### config.mk
export PLATFORM = sky130hd
export DESIGN_NAME = greedy_label_decoder_flat
export DESIGN_NICKNAME = d
export VERILOG_FILES = /design/src/gld_pkg.sv /design/src/gld_if.sv /design/src/gld_cfg.sv /design/src/gld_in_reg.sv /design/src/gld_step.sv /design/src/greedy_label_decoder.sv /design/src/flat_wrapper.sv
export SDC_FILE = /design/constraint.sdc
export NUM_CORES = 1
export LEC_CHECK = 0
export BUFFER_PORTS_ARGS = -buffer_cell sky130_fd_sc_hd__buf_2
export CORE_AREA = 2 2 165 167
export DETAILED_ROUTE_END_ITERATION = 12
export DIE_AREA = 0 0 167 169
export PLACE_DENSITY = 0.8
export SLEW_MARGIN = 15
export SYNTH_ARGS = -nofsm -noshare
export SYNTH_HDL_FRONTEND = slang
export SYNTH_HIERARCHICAL = 1
export SYNTH_SLANG_ARGS = --single-unit
### constraint.sdc
create_clock -name clk_i -period 11.1 [get_ports clk_i]
set_input_delay 2.775 -clock clk_i [delete_from_list [all_inputs] [get_ports clk_i]]
set_output_delay 2.775 -clock clk_i [all_outputs]
set_load 0.05 [all_outputs]
### src/gld_pkg.sv
// Package for the greedy label decoder: field widths, codes and the
// configuration record. No dependencies.
package gld_pkg;

  localparam int SCORE_W    = 32;
  localparam int TIME_W     = 16;
  localparam int TOTAL_W    = 48;
  localparam int TRANS_W    = 3;
  localparam int ACT_W      = 2;
  localparam int CFG_DATA_W = 12;
  localparam int CFG_IDX_W  = 2;

  typedef enum logic [TRANS_W-1:0] {
    TR_LABEL_LABEL = 3'd0,
    TR_LABEL_LOOP  = 3'd1,
    TR_LABEL_BLANK = 3'd2,
    TR_BLANK_LABEL = 3'd3,
    TR_BLANK_LOOP  = 3'd4
  } trans_e;

  typedef enum logic [ACT_W-1:0] {
    ACT_NONE   = 2'd0,
    ACT_PUSH   = 2'd1,
    ACT_UPDATE = 2'd2
  } act_e;

  typedef enum logic [CFG_IDX_W-1:0] {
    CFG_BLANK_LABEL   = 2'd0,
    CFG_ALLOW_LOOP    = 2'd1,
    CFG_USE_SENT_END  = 2'd2,
    CFG_SENT_END_LBL  = 2'd3
  } cfg_idx_e;

  typedef struct packed {
    logic [CFG_DATA_W-1:0] blank_label;
    logic                  allow_label_loop;
    logic                  use_sentence_end;
    logic [CFG_DATA_W-1:0] sentence_end_label;
  } cfg_t;

endpackage

### src/gld_if.sv
// Handshake channels of the greedy label decoder: candidate input and
// result output. Depends on gld_pkg.
interface gld_in_if import gld_pkg::*; #(
  parameter int LABEL_BITS = 12
);
  logic                      valid;
  logic                      ready;
  logic                      mode;
  logic [LABEL_BITS-1:0]     label;
  logic signed [SCORE_W-1:0] score;
  logic [TIME_W-1:0]         timestep;
  logic                      last_label;

  modport source (output valid, mode, label, score, timestep, last_label, input ready);
  modport sink   (input valid, mode, label, score, timestep, last_label, output ready);
endinterface

interface gld_out_if import gld_pkg::*; #(
  parameter int LABEL_BITS = 12
);
  logic                      valid;
  logic                      ready;
  logic [LABEL_BITS-1:0]     best_label;
  logic [TRANS_W-1:0]        transition;
  logic signed [TOTAL_W-1:0] total_score;
  logic [ACT_W-1:0]          trace_action;
  logic [TIME_W-1:0]         trace_time;
  logic                      stop;

  modport source (output valid, best_label, transition, total_score, trace_action,
                  trace_time, stop, input ready);
  modport sink   (input valid, best_label, transition, total_score, trace_action,
                  trace_time, stop, output ready);
endinterface

### src/gld_cfg.sv
// Configuration register file of the greedy label decoder.
// Depends on gld_pkg.
module gld_cfg import gld_pkg::*; (
  input  logic                  clk_i,
  input  logic                  rst_ni,
  input  logic                  cfg_we_i,
  input  logic [CFG_IDX_W-1:0]  cfg_idx_i,
  input  logic [CFG_DATA_W-1:0] cfg_data_i,
  output cfg_t                  cfg_o
);

  cfg_t cfg_q, cfg_d;

  always_comb begin
    cfg_d = cfg_q;
    if (cfg_we_i) begin
      case (cfg_idx_e'(cfg_idx_i))
        CFG_BLANK_LABEL:  cfg_d.blank_label        = cfg_data_i;
        CFG_ALLOW_LOOP:   cfg_d.allow_label_loop   = cfg_data_i[0];
        CFG_USE_SENT_END: cfg_d.use_sentence_end   = cfg_data_i[0];
        CFG_SENT_END_LBL: cfg_d.sentence_end_label = cfg_data_i;
        default:          cfg_d = cfg_q;
      endcase
    end
  end

  always_ff @(posedge clk_i or negedge rst_ni) begin
    if (!rst_ni) begin
      cfg_q <= '0;
    end else begin
      cfg_q <= cfg_d;
    end
  end

  assign cfg_o = cfg_q;

endmodule

### src/gld_in_reg.sv
// Input register of the greedy label decoder: holds one candidate beat
// until the step stage takes it. Depends on gld_pkg and gld_in_if.
module gld_in_reg import gld_pkg::*; #(
  parameter int LABEL_BITS = 12
) (
  input  logic                      clk_i,
  input  logic                      rst_ni,
  gld_in_if.sink                    in_ch,
  input  logic                      take_i,
  output logic                      vld_o,
  output logic                      mode_o,
  output logic [LABEL_BITS-1:0]     label_o,
  output logic signed [SCORE_W-1:0] score_o,
  output logic [TIME_W-1:0]         timestep_o,
  output logic                      last_o
);

  logic                      vld_q, vld_d;
  logic                      mode_q;
  logic [LABEL_BITS-1:0]     label_q;
  logic signed [SCORE_W-1:0] score_q;
  logic [TIME_W-1:0]         time_q;
  logic                      last_q;
  logic                      load;

  assign in_ch.ready = !vld_q || take_i;
  assign load        = in_ch.valid && in_ch.ready;
  assign vld_d       = load ? 1'b1 : (take_i ? 1'b0 : vld_q);

  always_ff @(posedge clk_i or negedge rst_ni) begin
    if (!rst_ni) begin
      vld_q <= 1'b0;
    end else begin
      vld_q <= vld_d;
    end
  end

  always_ff @(posedge clk_i) begin
    if (load) begin
      mode_q  <= in_ch.mode;
      label_q <= in_ch.label;
      score_q <= in_ch.score;
      time_q  <= in_ch.timestep;
      last_q  <= in_ch.last_label;
    end
  end

  assign vld_o      = vld_q;
  assign mode_o     = mode_q;
  assign label_o    = label_q;
  assign score_o    = score_q;
  assign timestep_o = time_q;
  assign last_o     = last_q;

endmodule

### src/gld_step.sv
// Step stage of the greedy label decoder: running minimum, transition,
// saturating total and traceback action, into the result register.
// Depends on gld_pkg and gld_out_if.
module gld_step import gld_pkg::*; #(
  parameter int LABEL_BITS = 12
) (
  input  logic                      clk_i,
  input  logic                      rst_ni,
  input  cfg_t                      cfg_i,
  input  logic                      vld_i,
  input  logic                      mode_i,
  input  logic [LABEL_BITS-1:0]     label_i,
  input  logic signed [SCORE_W-1:0] score_i,
  input  logic [TIME_W-1:0]         timestep_i,
  input  logic                      last_i,
  output logic                      take_o,
  gld_out_if.source                 out_ch
);

  // hypothesis state
  logic [LABEL_BITS-1:0]     prev_label_q, prev_label_d;
  logic                      prev_vld_q, prev_vld_d;
  logic signed [SCORE_W-1:0] best_score_q, best_score_d;
  logic [LABEL_BITS-1:0]     best_label_q, best_label_d;
  logic [TIME_W-1:0]         best_time_q, best_time_d;
  logic                      have_q, have_d;
  logic signed [TOTAL_W-1:0] acc_q, acc_d;
  logic                      trace_ne_q, trace_ne_d;

  // result register
  logic                      res_vld_q, res_vld_d;
  logic [LABEL_BITS-1:0]     res_label_q;
  trans_e                    res_trans_q;
  logic signed [TOTAL_W-1:0] res_total_q;
  act_e                      res_act_q;
  logic [TIME_W-1:0]         res_time_q;
  logic                      res_stop_q;

  logic                      upd;
  logic signed [SCORE_W-1:0] nb_score;
  logic [LABEL_BITS-1:0]     nb_label;
  logic [TIME_W-1:0]         nb_time;
  logic [LABEL_BITS-1:0]     blank;
  logic                      prev_blank, next_blank, is_loop;
  trans_e                    trans;
  act_e                      act;
  logic signed [TOTAL_W:0]   sum;
  logic signed [TOTAL_W-1:0] total;
  logic                      stop;
  logic                      emit;

  localparam logic signed [TOTAL_W-1:0] TotMax = {1'b0, {(TOTAL_W-1){1'b1}}};
  localparam logic signed [TOTAL_W-1:0] TotMin = {1'b1, {(TOTAL_W-1){1'b0}}};

  assign take_o = vld_i && (!res_vld_q || out_ch.ready);
  assign emit   = take_o && !mode_i && last_i;

  always_comb begin
    upd      = !have_q || (score_i < best_score_q);
    nb_score = upd ? score_i    : best_score_q;
    nb_label = upd ? label_i    : best_label_q;
    nb_time  = upd ? timestep_i : best_time_q;

    blank      = LABEL_BITS'(cfg_i.blank_label);
    prev_blank = prev_vld_q && (prev_label_q == blank);
    next_blank = (nb_label == blank);
    if (prev_blank) begin
      trans = next_blank ? TR_BLANK_LOOP : TR_BLANK_LABEL;
    end else if (next_blank) begin
      trans = TR_LABEL_BLANK;
    end else if (cfg_i.allow_label_loop && prev_vld_q && (prev_label_q == nb_label)) begin
      trans = TR_LABEL_LOOP;
    end else begin
      trans = TR_LABEL_LABEL;
    end
    is_loop = (trans == TR_LABEL_LOOP) || (trans == TR_BLANK_LOOP);
    act     = is_loop ? (trace_ne_q ? ACT_UPDATE : ACT_NONE) : ACT_PUSH;

    sum = {acc_q[TOTAL_W-1], acc_q}
        + {{(TOTAL_W-SCORE_W+1){nb_score[SCORE_W-1]}}, nb_score};
    if (sum[TOTAL_W] != sum[TOTAL_W-1]) begin
      total = sum[TOTAL_W] ? TotMin : TotMax;
    end else begin
      total = sum[TOTAL_W-1:0];
    end
    stop = cfg_i.use_sentence_end && (nb_label == LABEL_BITS'(cfg_i.sentence_end_label));
  end

  always_comb begin
    prev_label_d = prev_label_q;
    prev_vld_d   = prev_vld_q;
    best_score_d = best_score_q;
    best_label_d = best_label_q;
    best_time_d  = best_time_q;
    have_d       = have_q;
    acc_d        = acc_q;
    trace_ne_d   = trace_ne_q;
    if (take_o) begin
      if (mode_i) begin
        prev_label_d = '0;
        prev_vld_d   = 1'b0;
        best_score_d = '0;
        best_label_d = '0;
        best_time_d  = '0;
        have_d       = 1'b0;
        acc_d        = '0;
        trace_ne_d   = 1'b0;
      end else if (last_i) begin
        prev_label_d = nb_label;
        prev_vld_d   = 1'b1;
        best_score_d = '0;
        best_label_d = '0;
        best_time_d  = '0;
        have_d       = 1'b0;
        acc_d        = total;
        trace_ne_d   = trace_ne_q || !is_loop;
      end else begin
        best_score_d = nb_score;
        best_label_d = nb_label;
        best_time_d  = nb_time;
        have_d       = 1'b1;
      end
    end
    res_vld_d = emit ? 1'b1 : (out_ch.ready ? 1'b0 : res_vld_q);
  end

  always_ff @(posedge clk_i or negedge rst_ni) begin
    if (!rst_ni) begin
      prev_label_q <= '0;
      prev_vld_q   <= 1'b0;
      best_score_q <= '0;
      best_label_q <= '0;
      best_time_q  <= '0;
      have_q       <= 1'b0;
      acc_q        <= '0;
      trace_ne_q   <= 1'b0;
      res_vld_q    <= 1'b0;
    end else begin
      prev_label_q <= prev_label_d;
      prev_vld_q   <= prev_vld_d;
      best_score_q <= best_score_d;
      best_label_q <= best_label_d;
      best_time_q  <= best_time_d;
      have_q       <= have_d;
      acc_q        <= acc_d;
      trace_ne_q   <= trace_ne_d;
      res_vld_q    <= res_vld_d;
    end
  end

  always_ff @(posedge clk_i) begin
    if (emit) begin
      res_label_q <= nb_label;
      res_trans_q <= trans;
      res_total_q <= total;
      res_act_q   <= act;
      res_time_q  <= nb_time;
      res_stop_q  <= stop;
    end
  end

  assign out_ch.valid        = res_vld_q;
  assign out_ch.best_label   = res_label_q;
  assign out_ch.transition   = res_trans_q;
  assign out_ch.total_score  = res_total_q;
  assign out_ch.trace_action = res_act_q;
  assign out_ch.trace_time   = res_time_q;
  assign out_ch.stop         = res_stop_q;

endmodule

### src/greedy_label_decoder.sv
// Top level of the greedy label decoder.
// Depends on gld_pkg, gld_in_if, gld_out_if, gld_cfg, gld_in_reg, gld_step.
//
// Usage:
//   in_ch carries one candidate per beat (mode, label, score, timestep,
//   last_label). A run of candidates ends with last_label set; that beat
//   yields one result beat on out_ch. A beat with mode set clears the
//   hypothesis and the partial run and yields no result.
//   Configuration is written through cfg_we_i / cfg_idx_i / cfg_data_i,
//   one register per cycle. The user must write it only while the block
//   is idle; the block itself does not enforce this.
// Timing: one candidate accepted per cycle unless out_ch stalls.
//   A candidate waits in the input register until the step stage folds it
//   into the state; its result, if any, lands in the result register. The
//   path is one signed compare, one 49-bit add and saturation.
// Reset and stall:
//   Reset clears all configuration registers and the hypothesis. While
//   out_ch stalls with a result pending, one further candidate is held in
//   the input register and in_ch.ready drops.
module greedy_label_decoder import gld_pkg::*; #(
  parameter int LABEL_BITS = 12
) (
  input  logic                  clk_i,
  input  logic                  rst_ni,
  input  logic                  cfg_we_i,
  input  logic [CFG_IDX_W-1:0]  cfg_idx_i,
  input  logic [CFG_DATA_W-1:0] cfg_data_i,
  gld_in_if.sink                in_ch,
  gld_out_if.source             out_ch
);

  cfg_t                      cfg;
  logic                      take;
  logic                      in_vld;
  logic                      in_mode;
  logic [LABEL_BITS-1:0]     in_label;
  logic signed [SCORE_W-1:0] in_score;
  logic [TIME_W-1:0]         in_time;
  logic                      in_last;

  gld_cfg u_cfg (
    .clk_i      (clk_i),
    .rst_ni     (rst_ni),
    .cfg_we_i   (cfg_we_i),
    .cfg_idx_i  (cfg_idx_i),
    .cfg_data_i (cfg_data_i),
    .cfg_o      (cfg)
  );

  gld_in_reg #(.LABEL_BITS(LABEL_BITS)) u_in_reg (
    .clk_i      (clk_i),
    .rst_ni     (rst_ni),
    .in_ch      (in_ch),
    .take_i     (take),
    .vld_o      (in_vld),
    .mode_o     (in_mode),
    .label_o    (in_label),
    .score_o    (in_score),
    .timestep_o (in_time),
    .last_o     (in_last)
  );

  gld_step #(.LABEL_BITS(LABEL_BITS)) u_step (
    .clk_i      (clk_i),
    .rst_ni     (rst_ni),
    .cfg_i      (cfg),
    .vld_i      (in_vld),
    .mode_i     (in_mode),
    .label_i    (in_label),
    .score_i    (in_score),
    .timestep_i (in_time),
    .last_i     (in_last),
    .take_o     (take),
    .out_ch     (out_ch)
  );

  // stop only when enabled
  a_stop_enabled: assert property (@(posedge clk_i) disable iff (!rst_ni)
    out_ch.valid && out_ch.stop |-> cfg.use_sentence_end)
    else $error("stop raised while sentence end disabled");

  // update action only on loop transitions
  a_update_on_loop: assert property (@(posedge clk_i) disable iff (!rst_ni)
    out_ch.valid && (out_ch.trace_action == ACT_UPDATE) |->
      (out_ch.transition == TR_LABEL_LOOP) || (out_ch.transition == TR_BLANK_LOOP))
    else $error("traceback update without loop transition");

  // a held beat is not dropped
  a_hold_beat: assert property (@(posedge clk_i) disable iff (!rst_ni)
    in_vld && !take |=> in_vld)
    else $error("input beat lost while stalled");

  // a beat is only taken from a full input register
  a_take_valid: assert property (@(posedge clk_i) disable iff (!rst_ni)
    take |-> in_vld)
    else $error("step took an empty input register");

endmodule
### src/flat_wrapper.sv
// flat-port wrapper written by rule: the top's interface ports become plain ports
module greedy_label_decoder_flat import gld_pkg::*;
#(
  parameter int LABEL_BITS = 12
)
  (clk_i, rst_ni, cfg_we_i, cfg_idx_i, cfg_data_i, in_ch_valid, in_ch_mode, in_ch_label, in_ch_score, in_ch_timestep, in_ch_last_label, in_ch_ready, out_ch_valid, out_ch_best_label, out_ch_transition, out_ch_total_score, out_ch_trace_action, out_ch_trace_time, out_ch_stop, out_ch_ready);
  gld_in_if #(.LABEL_BITS(LABEL_BITS)) in_ch_i ();
  gld_out_if #(.LABEL_BITS(LABEL_BITS)) out_ch_i ();
  input  logic clk_i;
  input  logic rst_ni;
  input  logic cfg_we_i;
  input  logic [CFG_IDX_W-1:0] cfg_idx_i;
  input  logic [CFG_DATA_W-1:0] cfg_data_i;
  input wire logic [$bits(in_ch_i.valid)-1:0] in_ch_valid;
  input wire logic [$bits(in_ch_i.mode)-1:0] in_ch_mode;
  input wire logic [$bits(in_ch_i.label)-1:0] in_ch_label;
  input wire logic [$bits(in_ch_i.score)-1:0] in_ch_score;
  input wire logic [$bits(in_ch_i.timestep)-1:0] in_ch_timestep;
  input wire logic [$bits(in_ch_i.last_label)-1:0] in_ch_last_label;
  output wire logic [$bits(in_ch_i.ready)-1:0] in_ch_ready;
  output wire logic [$bits(out_ch_i.valid)-1:0] out_ch_valid;
  output wire logic [$bits(out_ch_i.best_label)-1:0] out_ch_best_label;
  output wire logic [$bits(out_ch_i.transition)-1:0] out_ch_transition;
  output wire logic [$bits(out_ch_i.total_score)-1:0] out_ch_total_score;
  output wire logic [$bits(out_ch_i.trace_action)-1:0] out_ch_trace_action;
  output wire logic [$bits(out_ch_i.trace_time)-1:0] out_ch_trace_time;
  output wire logic [$bits(out_ch_i.stop)-1:0] out_ch_stop;
  input wire logic [$bits(out_ch_i.ready)-1:0] out_ch_ready;
  assign in_ch_i.valid = in_ch_valid;
  assign in_ch_i.mode = in_ch_mode;
  assign in_ch_i.label = in_ch_label;
  assign in_ch_i.score = in_ch_score;
  assign in_ch_i.timestep = in_ch_timestep;
  assign in_ch_i.last_label = in_ch_last_label;
  assign in_ch_ready = in_ch_i.ready;
  assign out_ch_valid = out_ch_i.valid;
  assign out_ch_best_label = out_ch_i.best_label;
  assign out_ch_transition = out_ch_i.transition;
  assign out_ch_total_score = out_ch_i.total_score;
  assign out_ch_trace_action = out_ch_i.trace_action;
  assign out_ch_trace_time = out_ch_i.trace_time;
  assign out_ch_stop = out_ch_i.stop;
  assign out_ch_i.ready = out_ch_ready;
  greedy_label_decoder #(.LABEL_BITS(LABEL_BITS)) u_core (.clk_i(clk_i), .rst_ni(rst_ni), .cfg_we_i(cfg_we_i), .cfg_idx_i(cfg_idx_i), .cfg_data_i(cfg_data_i), .in_ch(in_ch_i), .out_ch(out_ch_i));
endmodule
==> results.toml, run 1 <==
[drt]
drc = 0
first_pass_iters = 5
drt_iter0_markers = 1137
wl_mm = 39.5
vias = 11900
wire_per_inst_um = 20.3
ant_nets = 0
viasPerCell = 6.12

[floorplan]
dieHeight_um = 169
initial_utilization = 0.590
fp.coreArea_sq_mm = 0.0265
ios = 165
dieWidth_um = 167
rows = 60
dieArea_sq_mm = 0.0282

[cells_and_area]
synthToLayoutAreaGrowth_pct = 13.5
final_layout_size_suffix_gt1_frac = 0.188
antennaDiodeCount = 0
fin_nets = 1739
instances_no_fill = 1943

[sta]
finalSetupViolCount = 0
whs_ps = 492
hold_viol = 0
slew_headroom = 0.285
finalCritPeriodShare = 0.661
fin_skew_ps = 17.1
rsz0062_at_grt = "no"
period_minus_slack_ps = 7330
slew_violations = 0
fmax_mhz = 136
finalSetupTns_ps = 0
tightest_slew_ps = 1070

[clock_tree]
clk_pin_slew_worst_paths_ps = 60
cts_setup_buffers = 0
cts_resized = 0
numCtsBuffers = 31
clockRootBuffer = "clkbuf_16"
clk_latency_ps = 570
cts_tree = "built"
clockBufferDepth = 3
h-tree-depth = 1
cts.sinks = 295
ctsHoldBuffers = 0

[pwr]
power_density_mw_per_mm2 = 232
ir_drop_v = 0.000163
power_leakage_nw = 7.82

[setup_path]
arrival_ps = 7800
worstPathMaxFanout = 71
startpoint_type = "flop"
crit_path_end_kind = "flop"
crit_required_ps = 11570
crit_type = "reg -> reg"

[grt]
grt-ovfl-total = 0
antenna_found_initial = 1
grt_pass1_vias = 11905
grt_max_degree = 82
grt_pass1_wl_mm = 62.7
grt.total_usage = 0.276

[placement]
dp_cells = 1885
dpl.hpwl_mm = 26.7
portBuffers = 164
place.gp.congestion = 0.896

[synth]
synthTopCellsByCount = "dfrtp_1, nand2_1, edfxtp_1"
synth_top_area_frac = 0.277
yosysWarnings = 6
avgSynthCellArea_sq_um = 10.9
synth_area_sq_mm = 0.0156
synth_cell_type_count = 78
synthesis.nets = 1595
yosys.area.top_type = "edfxtp_1"
synth-edff-count = 144
synth_ff_type = "dfrtp_1"
synth.area.top_cells = "edfxtp_1, dfrtp_1, ha_1"
yosysSeqAreaShare = 0.518
async_flop_share = 0.512
ys_ff_latch = 295
yosysMostFrequentCell = "dfrtp_1"
netlist_instances = 1433

[run_status]
status = "completed"

[flow_run]
max_cap_violations = 0

[worst_hold_path]
min_path_type = "reg -> reg"
## worst max-delay path: stages (launching register included)
cell and delay, ps:
edfxtp_1 400, ha_1 320, a211oi_1 270, o21bai_1 140
a2111oi_2 650, o21a_4 450, buf_4 730, o21ai_0 360
ha_1 470, and4_1 280, and3_1 200, nand2b_1 60
a21oi_1 310, o311ai_1 200, a2111oi_0 580, o21a_1 190
buf_4 380, and3_1 430, buf_4 410, a21oi_1 150
o21ai_0 200
## where the power goes
group | internal [mW] | switching (mW) | total, mW | leakage (nW)
clock | 0.616 | 0.437 | 1.05 | 0.525
sequential | 1.37 | 0.113 | 1.49 | 3.36
combinational | 0.550 | 1.03 | 1.58 | 3.94
total | 2.54 | 1.58 | 4.12 | 7.82
## placed cells by master (no fill, tap or decap), types with 5 or more instances in the layout
master     Yosys  routed
or3_1          7       7
xnor2_1       49      49
buf_4          3      10
o21a_1        14      14
nand2_1      148     147
nor3_1        16      15
buf_2          4     163
o21ai_0      107     106
mux2_2        44      44
clkbuf_16      0      32
dfrtp_1      151     151
nand2b_1       9       9
a21o_1        34      34
o21bai_1      11      11
xor2_1        44      44
mux2i_1       10      10
o211ai_1       6       6
edfxtp_1     144     144
and3_1         8       8
and2_1         6       6
maj3_1        18      18
nand3_1       22      22
nor2b_1        6       6
ha_1          80      80
a21oi_1       74      73
nand4_1       24      24
nor4_1        14      14
nor2_1        96      96
clkbuf_8       0       6
o22ai_1        7       7
a211oi_1       5       5
a22o_1        56      56
o21ai_1       14      12
inv_1         69      68
clkinv_2       0      10
## layer usage
layer  up-vias  wire length [um]  global-route usage
met5         -                 8                   0
met4         2              1350              0.0997
li1       5525                 -                   -
met2       436             18700               0.454
met3        90              2580              0.0388
met1      5847             16800               0.379
## state kept, by name, summed over array words and instances, names as in the netlist, 3 cells and up
signal and cells:
u_core/u_step/acc_q 48, u_core/u_step/out_ch.total_score 48, u_core/u_in_reg/score_o 32, u_core/u_step/best_score_q 32, u_core/u_cfg/cfg_o 26, u_core/u_in_reg/timestep_o 16, u_core/u_step/best_time_q 16, u_core/u_step/out_ch.trace_time 16
u_core/u_in_reg/label_o 12, u_core/u_step/best_label_q 12, u_core/u_step/out_ch.best_label 12, u_core/u_step/prev_label_q 12, u_core/u_step/out_ch.transition 3
## path summary, 6_finish.rpt
| kind | depth (start not counted) | endpoint | slack (ps) | start |
|---|---|---|---|---|
| setup / recovery | 20 | u_core/u_step/acc_q[19] | 3770 | u_core/u_in_reg/score_o[1] |
| hold / removal | 2 | u_core/u_step/acc_q[23] | 490 | u_core/u_step/acc_q[23] |
| setup reg to reg | 20 | u_core/u_step/acc_q[19] | 3770 | u_core/u_in_reg/score_o[1] |
| hold reg to reg | 2 | u_core/u_step/acc_q[23] | 490 | u_core/u_step/acc_q[23] |
| max in group asynchronous | 2 | u_core/u_cfg/cfg_o[12] | 7390 | rst_ni |
| min in group asynchronous | 1 | u_core/u_step/acc_q[10] | 2280 | rst_ni |
## layout make-up
type,count,area [sq um]
tap,341,427
fill,1989,8740
clock buffer,42,898
clock inverter,16,150
multi-input combinational,1006,7020
inverter,69,260
sequential,295,8100
timing repair buffer,174,902
## metrics by stage
| stage | cell area [sq um] | setup slack, ps | utilization | total power [mW] |
|---|---|---|---|---|
| 3_5_place_dp | 16700 | 3780 | 0.630 | 3.04 |
| 5_1_grt | 17800 | 3440 | 0.670 | 4.33 |
| 6_report | 17800 | 3770 | 0.670 | 4.12 |
| 2_1_floorplan | 15600 | 4730 | - | 2.65 |
| 4_1_cts | 17800 | 3770 | 0.670 | 4.11 |
| 3_3_place_gp | 16700 | 3830 | 0.630 | 3.00 |
## cells by family after synthesis
| kind of cell | Yosys count | synth area share |
|---|---|---|
| AO/OA/AOI/OAI | 379 | 0.162 |
| XOR/XNOR | 93 | 0.0521 |
| adder cells (fa/ha/maj) | 99 | 0.0768 |
| buffers and inverters | 132 | 0.0357 |
| flip-flops | 295 | 0.518 |
| multiplexers | 57 | 0.0413 |
| AND/OR/NAND/NOR | 378 | 0.114 |
(Power assumes the default switching activity.)
==> inputs of run 2 (changes only) <==
==> constraint.sdc (replaced) <==
create_clock -name clk_i -period 7.3 [get_ports clk_i]
set_input_delay 1.825 -clock clk_i [delete_from_list [all_inputs] [get_ports clk_i]]
set_output_delay 1.825 -clock clk_i [all_outputs]
set_load 0.05 [all_outputs]
==> run 2 against run 1 <==
Clock skew rose by 4.4 ps. Final cell count rose by 0.36%. Clock power rose by 53%. Total power rose by 53%. Critical path depth did not move. Routed wire length rose by 2.1%. Register-to-register slack got worse by 3100 ps. Flip-flop and latch count did not move. Sequential power rose by 52%. Largest cell class unchanged. Largest power group unchanged. Highest routed layer is now met4.
==> results.toml, run 2 (synthesis gave the netlist of run 1 again) <==
[cells_and_area]
mostFrequentLayoutCell = "buf_2"
final_layout_size_suffix_gt1_frac = 0.188
final_cell_mix = "buf_2, dfrtp_1, nand2_1"
antennaDiodeCount = 0
synthToLayoutAreaGrowth_pct = 13.9
fillCellCount = 1953
fin_nets = 1746

[drt]
first_pass_iters = 5
vias = 11967
wl_mm = 40.3
drt_iter0_markers = 1210
drc = 0
wire_per_inst_um = 20.7
viasPerCell = 6.14
ant_nets = 0

[setup_path]
startpoint = "u_core/u_step/best_score_q[31]"
startpoint_type = "flop"
r2r_start = "u_core/u_step/best_score_q[31]"
crit_required_ps = 7760
max_stage_delay_ps = 630
crit_type = "reg -> reg"
crit_chain = "inv_1 > ha_1 > nand4_1 > or3_1 > or4_4 > o21a_4 > nand2_1 > o21ai_0 > ha_1 > o21ai_0 > o21ai_1 > nand4_1 > a2111oi_4 > o311ai_1 > a2111oi_0 > o21a_1 > and3_1 > buf_12 > nor2_1 > o21ai_0"
crit_path_end_kind = "flop"
worstPathMaxFanout = 31
crit_top_cell = "o21ai_0"
cp_slowest_cell = "o21a_1"
arrival_ps = 7090
crit_buf_inv = 2
crit_family = "compound AO/OA/AOI/OAI gates"

[sta]
slew_headroom = 0.346
period_minus_slack_ps = 6630
fmax_mhz = 151
finalSetupTns_ps = 0
finalCritPeriodShare = 0.909
rsz0062_at_grt = "no"
fin_skew_ps = 21.5
tightest_slew_ps = 981
finalSetupViolCount = 0
slew_violations = 0
whs_ps = 488
hold_viol = 0
finalWorstSetupSlack_ps = 667

[grt]
grt_pass1_wl_mm = 64.0
grt.total_usage = 0.283
grt_max_degree = 78
antenna_found_initial = 0
grt-ovfl-total = 0
grt_pass1_vias = 11781

[placement]
pre_cts_slack_ps = 941
dpl.hpwl_mm = 27.7
portBuffers = 164
place.gp.congestion = 0.920

[pwr]
power_leakage_nw = 7.84
ir_drop_v = 0.000308
power_density_mw_per_mm2 = 354

[clock_tree]
cts.sinks = 295
numCtsBuffers = 31
clk_pin_slew_worst_paths_ps = 60
h-tree-depth = 1
clockBufferDepth = 3
cts_tree = "built"
clockRootBuffer = "clkbuf_16"
cts_setup_buffers = 0
clk_latency_ps = 570
cts_resized = 0
ctsHoldBuffers = 0

[floorplan]
dieHeight_um = 169
rows = 60
initial_utilization = 0.590
dieWidth_um = 167
fp.coreArea_sq_mm = 0.0265
ios = 165
dieArea_sq_mm = 0.0282

[worst_hold_path]
hp-start = "u_core/u_step/trace_ne_q"
min_path_type = "reg -> reg"

[run_status]
status = "completed"

[flow_run]
max_cap_violations = 0
-- run 2: cell types whose count changed in the layout (fill, tap and decap cells not counted), sizes merged --
cell      delta
clkbuf       -2
bufinv       +2
inv          -2
clkinvlp     +2
buf          +7
-- run 2: worst register-to-register path: stages (launching register included) --
cell and delay [ps]:
dfrtp_1 360, inv_1 70, ha_1 330, nand4_1 130
or3_1 430, or4_4 570, o21a_4 310, nand2_1 100
o21ai_0 190, ha_1 460, o21ai_0 180, o21ai_1 350
nand4_1 330, a2111oi_4 520, o311ai_1 170, a2111oi_0 440
o21a_1 630, and3_1 400, buf_12 230, nor2_1 110
o21ai_0 220
-- run 2: routing by layer --
layer	share of wire	track usage
met3	0.069	0.0362
met2	0.47	0.465
met4	0.029	0.0870
met1	0.43	0.397
met5	0	0
-- run 2: metrics by stage --
step | util | cells | cell area (sq um) | total power [mW]
2_1_floorplan | - | 1433 | 15600 | 4.03
3_3_place_gp | 0.633 | 1892 | 16800 | 4.62
3_5_place_dp | 0.633 | 1892 | 16800 | 4.66
4_1_cts | 0.672 | 1950 | 17800 | 6.29
5_1_grt | 0.672 | 1950 | 17800 | 6.63
6_report | 0.672 | 1950 | 17800 | 6.31
-- run 2: path summary, 6_finish.rpt --
check | end | slack, ps | cells after the start
worst max register to register | u_core/u_step/acc_q[29] | 670 | 20
min in group asynchronous | u_core/u_step/acc_q[2] | 1310 | 1
worst max-delay path | u_core/u_step/acc_q[29] | 670 | 20
worst min-delay path | u_core/u_step/trace_ne_q | 490 | 2
worst min register to register | u_core/u_step/trace_ne_q | 490 | 2
max in group asynchronous | u_core/u_in_reg/vld_o | 4510 | 2
-- run 2: power breakdown --
part	internal [mW]	switching (mW)
logic	0.848	1.58
clock network	0.951	0.657
registers	2.09	0.181
total	3.89	2.42
-- run 2: area by class of cell --
cell class	instances	area, sq um	share of cell area
clock buffer	40	840	0.0471
clock inverter	18	199	0.0112
inverter	69	260	0.0146
multi-input combinational	1006	7010	0.394
sequential	295	8100	0.455
tap	341	427	0.0240
timing repair buffer	181	967	0.0543
